## src/bfbp_pkg.sv

```systemverilog
// Shared types and constants for the best-fit block pool.
// No dependencies; compiled first.
package bfbp_pkg;

  // Defaults for the top-level parameters
  localparam int unsigned MAX_BLOCKS_DEF = 64;
  localparam int unsigned SIZE_BITS_DEF  = 32;

  // Fixed field widths of the request and response channels
  localparam int unsigned REQ_SIZE_W  = 32;
  localparam int unsigned REL_IDX_W   = 6;
  localparam int unsigned STATUS_W    = 3;
  localparam int unsigned IDX_FIELD_W = 6;
  localparam int unsigned CAP_FIELD_W = 32;
  localparam int unsigned CNT_FIELD_W = 7;
  localparam int unsigned BYTES_W     = 38;
  localparam int unsigned CFG_W       = 32;

  // Reset value of the minimum block size register
  localparam logic [CFG_W-1:0] MIN_BLOCK_RST = CFG_W'(4096);

  // Request command codes
  localparam logic CMD_ALLOC   = 1'b0;
  localparam logic CMD_RELEASE = 1'b1;

  // Response status codes
  typedef enum logic [STATUS_W-1:0] {
    ST_REUSED   = 3'd0,
    ST_NEW      = 3'd1,
    ST_FULL     = 3'd2,
    ST_RELEASED = 3'd3,
    ST_BAD_REL  = 3'd4
  } status_e;

  // Controller -> datapath commands
  typedef struct packed {
    logic capture;  // latch a new request
    logic scan_rd;  // read next table entry for the best-fit scan
    logic rel_rd;   // read the entry named by a release
    logic commit;   // update the table and totals, load the response
  } bfbp_cmd_t;

  // Datapath -> controller status
  typedef struct packed {
    logic req_release; // incoming request is a release
    logic pool_empty;  // no blocks yet
    logic scan_last;   // scan address is the last block
    logic out_free;    // response register can take a new result
  } bfbp_stat_t;

endpackage

```

## src/bfbp_if.sv

```systemverilog
// Request and response channel interfaces of the block pool.
// Depends on bfbp_pkg for the field widths.
interface bfbp_in_if;
  logic                               valid;
  logic                               ready;
  logic                               cmd;
  logic [bfbp_pkg::REQ_SIZE_W-1:0]    req_size;
  logic [bfbp_pkg::REL_IDX_W-1:0]     release_index;

  modport source (output valid, cmd, req_size, release_index, input ready);
  modport sink   (input valid, cmd, req_size, release_index, output ready);
endinterface

interface bfbp_out_if;
  logic                               valid;
  logic                               ready;
  logic [bfbp_pkg::STATUS_W-1:0]      status;
  logic [bfbp_pkg::IDX_FIELD_W-1:0]   granted_index;
  logic [bfbp_pkg::CAP_FIELD_W-1:0]   granted_capacity;
  logic [bfbp_pkg::CNT_FIELD_W-1:0]   pool_blocks;
  logic [bfbp_pkg::CNT_FIELD_W-1:0]   busy_blocks;
  logic [bfbp_pkg::BYTES_W-1:0]       pool_bytes;
  logic [bfbp_pkg::BYTES_W-1:0]       busy_bytes;

  modport source (output valid, status, granted_index, granted_capacity, pool_blocks,
                  busy_blocks, pool_bytes, busy_bytes, input ready);
  modport sink   (input valid, status, granted_index, granted_capacity, pool_blocks,
                  busy_blocks, pool_bytes, busy_bytes, output ready);
endinterface

```

## src/bfbp_ram.sv

```systemverilog
// Generic single-write, single-read RAM with registered read data.
// No dependencies.
module bfbp_ram #(
  parameter int unsigned WIDTH = 8,
  parameter int unsigned DEPTH = 16
) (
  input  logic                     clk_i,
  input  logic                     we_i,
  input  logic [$clog2(DEPTH)-1:0] waddr_i,
  input  logic [WIDTH-1:0]         wdata_i,
  input  logic                     re_i,
  input  logic [$clog2(DEPTH)-1:0] raddr_i,
  output logic [WIDTH-1:0]         rdata_o
);

  logic [WIDTH-1:0] mem_q [DEPTH];
  logic [WIDTH-1:0] rdata_q;

  always_ff @(posedge clk_i) begin
    if (we_i) begin
      mem_q[waddr_i] <= wdata_i;
    end
    if (re_i) begin
      rdata_q <= mem_q[raddr_i];
    end
  end

  assign rdata_o = rdata_q;

endmodule

```

## src/bfbp_ctrl.sv

```systemverilog
// Sequencing state machine of the block pool: accept, scan or release read, commit.
// Depends on bfbp_pkg for the command and status structs.
module bfbp_ctrl (
  input  logic                 clk_i,
  input  logic                 rst_ni,
  input  logic                 req_valid_i,
  output logic                 req_ready_o,
  input  bfbp_pkg::bfbp_stat_t stat_i,
  output bfbp_pkg::bfbp_cmd_t  cmd_o
);
  import bfbp_pkg::*;

  typedef enum logic [4:0] {
    S_IDLE   = 5'b00001,
    S_SCAN   = 5'b00010,
    S_DRAIN  = 5'b00100,
    S_REL    = 5'b01000,
    S_COMMIT = 5'b10000
  } state_e;

  state_e state_q, state_d;

  // Next state and command decode
  always_comb begin
    state_d     = state_q;
    cmd_o       = '0;
    req_ready_o = 1'b0;
    unique case (state_q)
      S_IDLE: begin
        req_ready_o = 1'b1;
        if (req_valid_i) begin
          cmd_o.capture = 1'b1;
          if (stat_i.req_release) begin
            state_d = S_REL;
          end else if (stat_i.pool_empty) begin
            state_d = S_COMMIT;
          end else begin
            state_d = S_SCAN;
          end
        end
      end
      S_SCAN: begin
        cmd_o.scan_rd = 1'b1;
        if (stat_i.scan_last) begin
          state_d = S_DRAIN;
        end
      end
      // last read data is compared here
      S_DRAIN: begin
        state_d = S_COMMIT;
      end
      S_REL: begin
        cmd_o.rel_rd = 1'b1;
        state_d      = S_COMMIT;
      end
      S_COMMIT: begin
        if (stat_i.out_free) begin
          cmd_o.commit = 1'b1;
          state_d      = S_IDLE;
        end
      end
      default: begin
        state_d = S_IDLE;
      end
    endcase
  end

  always_ff @(posedge clk_i or negedge rst_ni) begin
    if (!rst_ni) begin
      state_q <= S_IDLE;
    end else begin
      state_q <= state_d;
    end
  end

endmodule

```

## src/bfbp_dp.sv

```systemverilog
// Datapath of the block pool: block table, best-fit compare, totals, response register.
// Depends on bfbp_pkg and bfbp_ram.
module bfbp_dp #(
  parameter int unsigned MAX_BLOCKS = bfbp_pkg::MAX_BLOCKS_DEF,
  parameter int unsigned SIZE_BITS  = bfbp_pkg::SIZE_BITS_DEF
) (
  input  logic                                clk_i,
  input  logic                                rst_ni,
  input  bfbp_pkg::bfbp_cmd_t                 cmd_i,
  output bfbp_pkg::bfbp_stat_t                stat_o,
  // request payload
  input  logic                                req_cmd_i,
  input  logic [bfbp_pkg::REQ_SIZE_W-1:0]     req_size_i,
  input  logic [bfbp_pkg::REL_IDX_W-1:0]      req_rel_idx_i,
  // configuration
  input  logic                                cfg_we_i,
  input  logic [bfbp_pkg::CFG_W-1:0]          cfg_wdata_i,
  // response
  output logic                                rsp_valid_o,
  input  logic                                rsp_ready_i,
  output logic [bfbp_pkg::STATUS_W-1:0]       rsp_status_o,
  output logic [bfbp_pkg::IDX_FIELD_W-1:0]    rsp_index_o,
  output logic [bfbp_pkg::CAP_FIELD_W-1:0]    rsp_capacity_o,
  output logic [bfbp_pkg::CNT_FIELD_W-1:0]    rsp_pool_blocks_o,
  output logic [bfbp_pkg::CNT_FIELD_W-1:0]    rsp_busy_blocks_o,
  output logic [bfbp_pkg::BYTES_W-1:0]        rsp_pool_bytes_o,
  output logic [bfbp_pkg::BYTES_W-1:0]        rsp_busy_bytes_o
);
  import bfbp_pkg::*;

  localparam int unsigned IDX_W = $clog2(MAX_BLOCKS);
  localparam int unsigned CNT_W = $clog2(MAX_BLOCKS + 1);
  localparam int unsigned SUM_W = SIZE_BITS + $clog2(MAX_BLOCKS + 1);
  localparam int unsigned CMP_W = (CNT_W > REL_IDX_W) ? CNT_W : REL_IDX_W;
  localparam int unsigned ENT_W = SIZE_BITS + 1;

  // Request registers
  logic                  op_q;
  logic [SIZE_BITS-1:0]  size_q;
  logic [REL_IDX_W-1:0]  rel_idx_q;
  logic [CFG_W-1:0]      min_size_q;

  // Scan state
  logic [IDX_W-1:0]      addr_q;
  logic                  cmp_vld_q;
  logic [IDX_W-1:0]      cmp_idx_q;
  logic                  found_q;
  logic [IDX_W-1:0]      best_idx_q;
  logic [SIZE_BITS-1:0]  best_cap_q;
  logic [SIZE_BITS-1:0]  best_diff_q;

  // Pool totals
  logic [CNT_W-1:0]      blk_total_q, blk_total_d;
  logic [CNT_W-1:0]      busy_total_q, busy_total_d;
  logic [SUM_W-1:0]      bytes_total_q, bytes_total_d;
  logic [SUM_W-1:0]      bytes_busy_q, bytes_busy_d;

  // Response register
  logic                  rsp_vld_q;
  status_e               rsp_st_q, rsp_st_d;
  logic [IDX_FIELD_W-1:0] rsp_idx_q, rsp_idx_d;
  logic [CAP_FIELD_W-1:0] rsp_cap_q, rsp_cap_d;

  // Table port signals; an entry is {busy, capacity}
  logic                  ram_we;
  logic [IDX_W-1:0]      ram_waddr;
  logic [ENT_W-1:0]      ram_wdata;
  logic                  ram_re;
  logic [IDX_W-1:0]      ram_raddr;
  logic [ENT_W-1:0]      ram_rdata;
  logic                  ent_busy;
  logic [SIZE_BITS-1:0]  ent_cap;
  logic [SIZE_BITS-1:0]  ent_diff;
  logic                  ent_better;
  logic [SIZE_BITS-1:0]  new_cap;
  logic [SIZE_BITS-1:0]  min_cap;
  logic                  rel_ok;

  bfbp_ram #(
    .WIDTH (ENT_W),
    .DEPTH (MAX_BLOCKS)
  ) u_table (
    .clk_i   (clk_i),
    .we_i    (ram_we),
    .waddr_i (ram_waddr),
    .wdata_i (ram_wdata),
    .re_i    (ram_re),
    .raddr_i (ram_raddr),
    .rdata_o (ram_rdata)
  );

  assign ram_re    = cmd_i.scan_rd | cmd_i.rel_rd;
  assign ram_raddr = cmd_i.scan_rd ? addr_q : IDX_W'(rel_idx_q);
  assign ent_busy  = ram_rdata[ENT_W-1];
  assign ent_cap   = ram_rdata[SIZE_BITS-1:0];

  // Best-fit compare on the entry read last cycle; strict less keeps the earliest on a tie
  assign ent_diff   = ent_cap - size_q;
  assign ent_better = !ent_busy && (ent_cap >= size_q) && (!found_q || (ent_diff < best_diff_q));

  // Status to the controller
  assign stat_o.req_release = (req_cmd_i == CMD_RELEASE);
  assign stat_o.pool_empty  = (blk_total_q == '0);
  assign stat_o.scan_last   = ((CNT_W'(addr_q) + CNT_W'(1)) == blk_total_q);
  assign stat_o.out_free    = !rsp_vld_q || rsp_ready_i;

  // New block size and release check
  assign min_cap = SIZE_BITS'(min_size_q);
  assign new_cap = (size_q < min_cap) ? min_cap : size_q;
  assign rel_ok  = (CMP_W'(rel_idx_q) < CMP_W'(blk_total_q)) && ent_busy;

  // Commit: table write, totals and response fields
  always_comb begin
    ram_we        = 1'b0;
    ram_waddr     = best_idx_q;
    ram_wdata     = {1'b1, best_cap_q};
    blk_total_d   = blk_total_q;
    busy_total_d  = busy_total_q;
    bytes_total_d = bytes_total_q;
    bytes_busy_d  = bytes_busy_q;
    rsp_st_d      = ST_FULL;
    rsp_idx_d     = '0;
    rsp_cap_d     = '0;
    if (op_q == CMD_ALLOC) begin
      if (found_q) begin
        ram_we       = cmd_i.commit;
        busy_total_d = busy_total_q + CNT_W'(1);
        bytes_busy_d = bytes_busy_q + SUM_W'(best_cap_q);
        rsp_st_d     = ST_REUSED;
        rsp_idx_d    = IDX_FIELD_W'(best_idx_q);
        rsp_cap_d    = CAP_FIELD_W'(best_cap_q);
      end else if (blk_total_q != CNT_W'(MAX_BLOCKS)) begin
        ram_we        = cmd_i.commit;
        ram_waddr     = IDX_W'(blk_total_q);
        ram_wdata     = {1'b1, new_cap};
        blk_total_d   = blk_total_q + CNT_W'(1);
        busy_total_d  = busy_total_q + CNT_W'(1);
        bytes_total_d = bytes_total_q + SUM_W'(new_cap);
        bytes_busy_d  = bytes_busy_q + SUM_W'(new_cap);
        rsp_st_d      = ST_NEW;
        rsp_idx_d     = IDX_FIELD_W'(blk_total_q);
        rsp_cap_d     = CAP_FIELD_W'(new_cap);
      end
    end else begin
      rsp_idx_d = IDX_FIELD_W'(rel_idx_q);
      if (rel_ok) begin
        ram_we       = cmd_i.commit;
        ram_waddr    = IDX_W'(rel_idx_q);
        ram_wdata    = {1'b0, ent_cap};
        busy_total_d = busy_total_q - CNT_W'(1);
        bytes_busy_d = bytes_busy_q - SUM_W'(ent_cap);
        rsp_st_d     = ST_RELEASED;
        rsp_cap_d    = CAP_FIELD_W'(ent_cap);
      end else begin
        rsp_st_d = ST_BAD_REL;
      end
    end
  end

  // Control registers: scan progress, totals, config, response valid
  always_ff @(posedge clk_i or negedge rst_ni) begin
    if (!rst_ni) begin
      addr_q        <= '0;
      cmp_vld_q     <= 1'b0;
      found_q       <= 1'b0;
      blk_total_q   <= '0;
      busy_total_q  <= '0;
      bytes_total_q <= '0;
      bytes_busy_q  <= '0;
      min_size_q    <= MIN_BLOCK_RST;
      rsp_vld_q     <= 1'b0;
    end else begin
      cmp_vld_q <= cmd_i.scan_rd;
      if (cfg_we_i) begin
        min_size_q <= cfg_wdata_i;
      end
      if (cmd_i.capture) begin
        addr_q  <= '0;
        found_q <= 1'b0;
      end else begin
        if (cmd_i.scan_rd) begin
          addr_q <= addr_q + IDX_W'(1);
        end
        if (cmp_vld_q && ent_better) begin
          found_q <= 1'b1;
        end
      end
      if (cmd_i.commit) begin
        blk_total_q   <= blk_total_d;
        busy_total_q  <= busy_total_d;
        bytes_total_q <= bytes_total_d;
        bytes_busy_q  <= bytes_busy_d;
      end
      if (cmd_i.commit) begin
        rsp_vld_q <= 1'b1;
      end else if (rsp_ready_i) begin
        rsp_vld_q <= 1'b0;
      end
    end
  end

  // Payload registers
  always_ff @(posedge clk_i) begin
    if (cmd_i.capture) begin
      op_q      <= req_cmd_i;
      size_q    <= SIZE_BITS'(req_size_i);
      rel_idx_q <= req_rel_idx_i;
    end
    cmp_idx_q <= addr_q;
    if (cmp_vld_q && ent_better) begin
      best_idx_q  <= cmp_idx_q;
      best_cap_q  <= ent_cap;
      best_diff_q <= ent_diff;
    end
    if (cmd_i.commit) begin
      rsp_st_q  <= rsp_st_d;
      rsp_idx_q <= rsp_idx_d;
      rsp_cap_q <= rsp_cap_d;
    end
  end

  // Response outputs; totals are shown as of the last commit
  assign rsp_valid_o       = rsp_vld_q;
  assign rsp_status_o      = rsp_st_q;
  assign rsp_index_o       = rsp_idx_q;
  assign rsp_capacity_o    = rsp_cap_q;
  assign rsp_pool_blocks_o = CNT_FIELD_W'(blk_total_q);
  assign rsp_busy_blocks_o = CNT_FIELD_W'(busy_total_q);
  assign rsp_pool_bytes_o  = BYTES_W'(bytes_total_q);
  assign rsp_busy_bytes_o  = BYTES_W'(bytes_busy_q);

endmodule

```

## src/best_fit_block_pool.sv

```systemverilog
// Best-fit block pool allocator, top level. One request at a time.
// Allocate: the block table RAM is scanned one entry per cycle over the N blocks in the
// pool (1..64), the last entry read is compared, and the result commits; an empty pool
// skips the scan. Release: reads the named entry, then commits. Next request after the commit.
// A new request is taken while the previous response still waits; its commit then waits for it.
// Async active-low reset empties the pool and sets the minimum block size to 4096.
module best_fit_block_pool #(
  parameter int unsigned MAX_BLOCKS = bfbp_pkg::MAX_BLOCKS_DEF,
  parameter int unsigned SIZE_BITS  = bfbp_pkg::SIZE_BITS_DEF
) (
  input  logic                        clk_i,
  input  logic                        rst_ni,
  bfbp_in_if.sink                     req_i,
  bfbp_out_if.source                  rsp_o,
  input  logic                        cfg_we_i,
  input  logic [bfbp_pkg::CFG_W-1:0]  cfg_wdata_i
);
  import bfbp_pkg::*;

  bfbp_cmd_t  cmd;
  bfbp_stat_t stat;

  bfbp_ctrl u_ctrl (
    .clk_i       (clk_i),
    .rst_ni      (rst_ni),
    .req_valid_i (req_i.valid),
    .req_ready_o (req_i.ready),
    .stat_i      (stat),
    .cmd_o       (cmd)
  );

  bfbp_dp #(
    .MAX_BLOCKS (MAX_BLOCKS),
    .SIZE_BITS  (SIZE_BITS)
  ) u_dp (
    .clk_i             (clk_i),
    .rst_ni            (rst_ni),
    .cmd_i             (cmd),
    .stat_o            (stat),
    .req_cmd_i         (req_i.cmd),
    .req_size_i        (req_i.req_size),
    .req_rel_idx_i     (req_i.release_index),
    .cfg_we_i          (cfg_we_i),
    .cfg_wdata_i       (cfg_wdata_i),
    .rsp_valid_o       (rsp_o.valid),
    .rsp_ready_i       (rsp_o.ready),
    .rsp_status_o      (rsp_o.status),
    .rsp_index_o       (rsp_o.granted_index),
    .rsp_capacity_o    (rsp_o.granted_capacity),
    .rsp_pool_blocks_o (rsp_o.pool_blocks),
    .rsp_busy_blocks_o (rsp_o.busy_blocks),
    .rsp_pool_bytes_o  (rsp_o.pool_bytes),
    .rsp_busy_bytes_o  (rsp_o.busy_bytes)
  );

  // Only one request in flight
  assert property (@(posedge clk_i) disable iff (!rst_ni)
    (req_i.valid && req_i.ready) |=> !req_i.ready)
    else $error("request accepted while another is in flight");

  // A commit never overwrites a response that has not been taken
  assert property (@(posedge clk_i) disable iff (!rst_ni)
    cmd.commit |-> (!rsp_o.valid || rsp_o.ready))
    else $error("response overwritten before handshake");

  // Every commit shows up as a response in the next cycle
  assert property (@(posedge clk_i) disable iff (!rst_ni)
    cmd.commit |=> rsp_o.valid)
    else $error("commit without response");

  // Busy block count never exceeds pool block count
  assert property (@(posedge clk_i) disable iff (!rst_ni)
    rsp_o.valid |-> (rsp_o.busy_blocks <= rsp_o.pool_blocks))
    else $error("busy block count above pool block count");

endmodule

```

## src/flat_wrapper.sv

```systemverilog
// flat-port wrapper written by rule: the top's interface ports become plain ports
module best_fit_block_pool_flat import bfbp_pkg::*;
#(
  parameter int unsigned MAX_BLOCKS = bfbp_pkg::MAX_BLOCKS_DEF,
  parameter int unsigned SIZE_BITS  = bfbp_pkg::SIZE_BITS_DEF
)
  (clk_i, rst_ni, cfg_we_i, cfg_wdata_i, req_i_valid, req_i_cmd, req_i_req_size, req_i_release_index, req_i_ready, rsp_o_valid, rsp_o_status, rsp_o_granted_index, rsp_o_granted_capacity, rsp_o_pool_blocks, rsp_o_busy_blocks, rsp_o_pool_bytes, rsp_o_busy_bytes, rsp_o_ready);
  bfbp_in_if req_i_i ();
  bfbp_out_if rsp_o_i ();
  input  logic clk_i;
  input  logic rst_ni;
  input  logic cfg_we_i;
  input  logic [bfbp_pkg::CFG_W-1:0] cfg_wdata_i;
  input wire logic [$bits(req_i_i.valid)-1:0] req_i_valid;
  input wire logic [$bits(req_i_i.cmd)-1:0] req_i_cmd;
  input wire logic [$bits(req_i_i.req_size)-1:0] req_i_req_size;
  input wire logic [$bits(req_i_i.release_index)-1:0] req_i_release_index;
  output wire logic [$bits(req_i_i.ready)-1:0] req_i_ready;
  output wire logic [$bits(rsp_o_i.valid)-1:0] rsp_o_valid;
  output wire logic [$bits(rsp_o_i.status)-1:0] rsp_o_status;
  output wire logic [$bits(rsp_o_i.granted_index)-1:0] rsp_o_granted_index;
  output wire logic [$bits(rsp_o_i.granted_capacity)-1:0] rsp_o_granted_capacity;
  output wire logic [$bits(rsp_o_i.pool_blocks)-1:0] rsp_o_pool_blocks;
  output wire logic [$bits(rsp_o_i.busy_blocks)-1:0] rsp_o_busy_blocks;
  output wire logic [$bits(rsp_o_i.pool_bytes)-1:0] rsp_o_pool_bytes;
  output wire logic [$bits(rsp_o_i.busy_bytes)-1:0] rsp_o_busy_bytes;
  input wire logic [$bits(rsp_o_i.ready)-1:0] rsp_o_ready;
  assign req_i_i.valid = req_i_valid;
  assign req_i_i.cmd = req_i_cmd;
  assign req_i_i.req_size = req_i_req_size;
  assign req_i_i.release_index = req_i_release_index;
  assign req_i_ready = req_i_i.ready;
  assign rsp_o_valid = rsp_o_i.valid;
  assign rsp_o_status = rsp_o_i.status;
  assign rsp_o_granted_index = rsp_o_i.granted_index;
  assign rsp_o_granted_capacity = rsp_o_i.granted_capacity;
  assign rsp_o_pool_blocks = rsp_o_i.pool_blocks;
  assign rsp_o_busy_blocks = rsp_o_i.busy_blocks;
  assign rsp_o_pool_bytes = rsp_o_i.pool_bytes;
  assign rsp_o_busy_bytes = rsp_o_i.busy_bytes;
  assign rsp_o_i.ready = rsp_o_ready;
  best_fit_block_pool #(.MAX_BLOCKS(MAX_BLOCKS), .SIZE_BITS(SIZE_BITS)) u_core (.clk_i(clk_i), .rst_ni(rst_ni), .req_i(req_i_i), .rsp_o(rsp_o_i), .cfg_we_i(cfg_we_i), .cfg_wdata_i(cfg_wdata_i));
endmodule
```

## config.mk

```make
export PLATFORM = sky130hd
export DESIGN_NAME = best_fit_block_pool_flat
export DESIGN_NICKNAME = d
export VERILOG_FILES = /design/src/bfbp_pkg.sv /design/src/bfbp_if.sv /design/src/bfbp_ram.sv /design/src/bfbp_ctrl.sv /design/src/bfbp_dp.sv /design/src/best_fit_block_pool.sv /design/src/flat_wrapper.sv
export SDC_FILE = /design/constraint.sdc
export NUM_CORES = 2
export LEC_CHECK = 0
export ABC_CLOCK_PERIOD_IN_PS = 12550
export BUFFER_PORTS_ARGS = -buffer_cell sky130_fd_sc_hd__buf_2
export CAP_MARGIN = 20
export CORE_MARGIN = 2
export CORE_UTILIZATION = 60
export CTS_BUF_LIST = sky130_fd_sc_hd__clkbuf_4 sky130_fd_sc_hd__clkbuf_8
export CTS_CLUSTER_SIZE = 16
export DETAILED_ROUTE_END_ITERATION = 7
export GPL_TIMING_DRIVEN = 0
export PLACE_DENSITY = 0.83
export REMOVE_ABC_BUFFERS = 1
export SLEW_MARGIN = 25
export SYNTH_ARGS = -nofsm -noshare
export SYNTH_HDL_FRONTEND = slang
export SYNTH_SLANG_ARGS = --single-unit
```

## constraint.sdc

```tcl
create_clock -name clk_i -period 12.55 [get_ports clk_i]
set_clock_uncertainty 0.05 [all_clocks]
set_input_delay 2.51 -clock clk_i [delete_from_list [all_inputs] [get_ports clk_i]]
set_output_delay 2.51 -clock clk_i [all_outputs]
set_load 0.02 [all_outputs]
```

==> impl_metrics.json <==
{
  "gp_congestion": 0.9763,
  "antenna_found_initial": 16,
  "synth.avg_cell_area_um2": 17.14,
  "clock_tree.root_cell": "clkbuf_8",
  "hold_end": "u_core.u_dp.best_idx_q[4]",
  "hp-class": "flop to flop",
  "via_per_inst": 7.150,
  "finalPower_mw": 26.22,
  "cts_setup_buffers": 0,
  "maxSlewViolCount": 0,
  "start_util_pct": 60.43,
  "p_leak_nw": 41.21,
  "clockBufferDepth": 4,
  "htreeDepth": 5,
  "synthTopCellsByArea": "edfxtp_1 (67%), mux4_2 (12%), dfrtp_1 (3.3%)",
  "hold_viol": 0,
  "die_area_um2": 174000,
  "wl_per_cell_um": 35.27,
  "hold_ws_ns": 0.3304,
  "dp_cells": 8419,
  "min_period_ns": 10.07,
  "crit_fanout": 61,
  "dpl_cell_area_um2": 112500,
  "rsz0062_at_grt": "false",
  "grt.overflow.total": 0,
  "synth-edff-count": 2295,
  "area_growth_pct": 17.27,
  "clk_pin_slew_worst_paths_ns": 0.07,
  "ff2ff_setup_slack_ns": 2.48,
  "r2r_end": "u_core.u_dp.bytes_busy_q[37]",
  "fin_area_um2": 120100,
  "critPathRequiredTime_ns": 13.41,
  "yosysTopAreaCell": "edfxtp_1",
  "power_density_nw_per_um2": 218.4,
  "vias": 65080,
  "rr_worst_depth": 23,
  "final_nets": 6848,
  "min_from": "u_core.u_dp.cmp_idx_q[4]",
  "pre_cts_slack_ns": 2.769,
  "async_flop_share_pct": 5.581,
  "fin_setup_tns_ns": 0,
  "outcome": "finished clean",
  "routed_wirelength_um": 321100,
  "slew_headroom_pct": 17.09,
  "cp-start-kind": "flop",
  "ys_ff_latch": 2437,
  "grt_max_degree": 92,
  "hpwl_um": 209000,
  "cts_tree": "built",
  "track_usage_pct": 37.07,
  "ant_nets": 0,
  "first_pass_iters": 8,
  "io_pins": 209,
  "cap_violations": 0,
  "r2r-start": "u_core.u_dp.size_q[27]",
  "ys_warn_count": 0,
  "die_y_um": 417.1,
  "crit_arrival_ns": 10.93,
  "tightest_slew_ns": 1.234,
  "synth_seq_area_share_pct": 70.74,
  "drc": 0,
  "row_count": 151,
  "post_cts_resized": 0,
  "period_share_pct": 80.25,
  "peakVddDrop_uv": 143.6,
  "grt_pass1_vias": 64590,
  "drive_above_1_share_pct": 26.67,
  "syn_inst": 5976,
  "final_common_cell": "edfxtp_1",
  "grt_pass1_wl_um": 456900,
  "synth.distinct_cells": 89,
  "setup_slack_ns": 2.478,
  "port_buffers": 208,
  "die_width_um": 417.1,
  "layout_common_cells": "edfxtp_1 (2295), nand2_1 (543), mux4_2 (528), clkbuf_8 (403), buf_2 (240)",
  "endpoint_kind": "flop",
  "numCtsBuffers": 387,
  "cts_sinks": 2437,
  "min_delay_path_depth": 0,
  "ys.flop_type": "edfxtp_1",
  "first_iter_violations": 10660,
  "yosysTopAreaCellShare_pct": 67.30,
  "setup_viol": 0,
  "path_class": "flop to flop",
  "clkLatencyLatePin_ns": 1.14,
  "syn_area_um2": 102400,
  "core_um2": 169500,
  "fmaxAchievable_mhz": 99.29,
  "fin_cells": 9103,
  "utilization_pct": 70.86,
  "hold_buffers": 0
}
-- worst max-delay path, cell delays in order (launching register included) --
cell and delay [ns]:
edfxtp_1 0.52, ha_1 0.38, nand4_1 0.28, nor3_2 0.12, a221o_1 0.69, nor2_1 1.05
nand2_4 0.67, a311oi_2 0.60, ha_1 0.27, nor3b_1 0.41, nand3_1 0.48, nor4_2 0.66
o21ai_0 0.17, o21ai_0 0.12, ha_1 0.34, a211o_1 0.32, or3_1 0.39, a311oi_1 0.52
nor3_1 0.12, or3_1 0.39, a221oi_1 0.67, mux2i_1 0.21, a221oi_1 0.28, nand4_1 0.14
-- per-layer routing --
metal / share of wire (%) / vias to the layer above / track usage [%]
met5: 0.033 / - / 0
met4: 9.4 / 12 / 27.86
met3: 13 / 1615 / 10.07
met2: 46 / 6191 / 57.63
met1: 31 / 32000 / 44.67
li1: - / 25270 / -
-- state kept, by name, indices dropped and copies added (netlist names), 32 cells and up --
| register | count |
|---|---|
| u_core.u_dp.rsp_capacity_o | 32 |
| u_core.u_dp.min_cap | 32 |
| u_core.u_dp.bytes_busy_q | 38 |
| u_core.u_dp.u_table.rdata_o | 33 |
| u_core.u_dp.best_diff_q | 32 |
| u_core.u_dp.size_q | 32 |
| u_core.u_dp.bytes_total_q | 38 |
| u_core.u_dp.u_table.mem_q | 2112 |
| u_core.u_dp.best_cap_q | 32 |
-- cells by family (layout without fill, tap and decap cells) --
family,Yosys count,count (layout),share of synthesized area (%)
buf+inv,485,1383,1.812
simple gates,1148,1148,5.318
xor+xnor,136,136,1.163
fa+ha+maj,181,181,2.241
other cells,0,11,0
flops,2437,2437,70.74
compound gates,1036,1036,6.865
mux,553,553,11.86
-- synthesized netlist by cell type, drive strengths merged (9+ instances only) --
| cell | count |
|---|---|
| edfxtp | 2295 |
| nand2 | 548 |
| mux4 | 528 |
| clkbuf | 237 |
| o21ai | 208 |
| a21oi | 194 |
| ha | 177 |
| nor2 | 165 |
| inv | 160 |
| a211oi | 145 |
| and2 | 139 |
| dfrtp | 134 |
| a311oi | 114 |
| a21o | 104 |
| buf | 87 |
| xnor2 | 87 |
| nor3 | 59 |
| a31oi | 56 |
| xor2 | 49 |
| nand3 | 46 |
| nor4 | 42 |
| nand4 | 28 |
| nand2b | 23 |
| o211ai | 23 |
| a221oi | 21 |
| and3 | 20 |
| mux2i | 20 |
| nor2b | 20 |
| o21a | 20 |
| a22oi | 19 |
| o21bai | 18 |
| a21boi | 17 |
| o31ai | 17 |
| or3 | 17 |
| o22ai | 14 |
| o221a | 10 |
| o211a | 9 |
-- where the power goes --
| group | internal (mW) | switching, mW |
|---|---|---|
| combinational | 3.27 | 5.71 |
| clock | 3.62 | 3.22 |
| sequential | 10.1 | 0.296 |
| total | 17.0 | 9.23 |
-- worst max path at each step --
stage / startpoint / end / depth (start not counted)
3_5_place_dp: u_core.u_dp.size_q[17] / u_core.u_dp.bytes_busy_q[37] / 23
4_1_cts: u_core.u_dp.size_q[27] / u_core.u_dp.bytes_busy_q[37] / 23
6_report: u_core.u_dp.size_q[27] / u_core.u_dp.bytes_busy_q[37] / 23
5_1_grt: u_core.u_dp.size_q[27] / u_core.u_dp.bytes_busy_q[37] / 23
2_1_floorplan: u_core.u_ctrl.state_q[3] / u_core.u_dp.u_table.rdata_o[0] / 10
3_3_place_gp: u_core.u_ctrl.state_q[3] / u_core.u_dp.u_table.rdata_o[12] / 11
-- area by class of cell --
type                            count  area, µm²
Inverter                          161      618.1
Clock inverter                    183       1319
Clock buffer                      489       6192
Timing Repair Buffer              550       7626
Sequential cell                  2437      72450
Tap cell                         2218       2775
Antenna cell                       11      27.53
Fill cell                        9284      49380
Multi-Input combinational cell   3054      29090
Power figures use the tool's default switching activity.
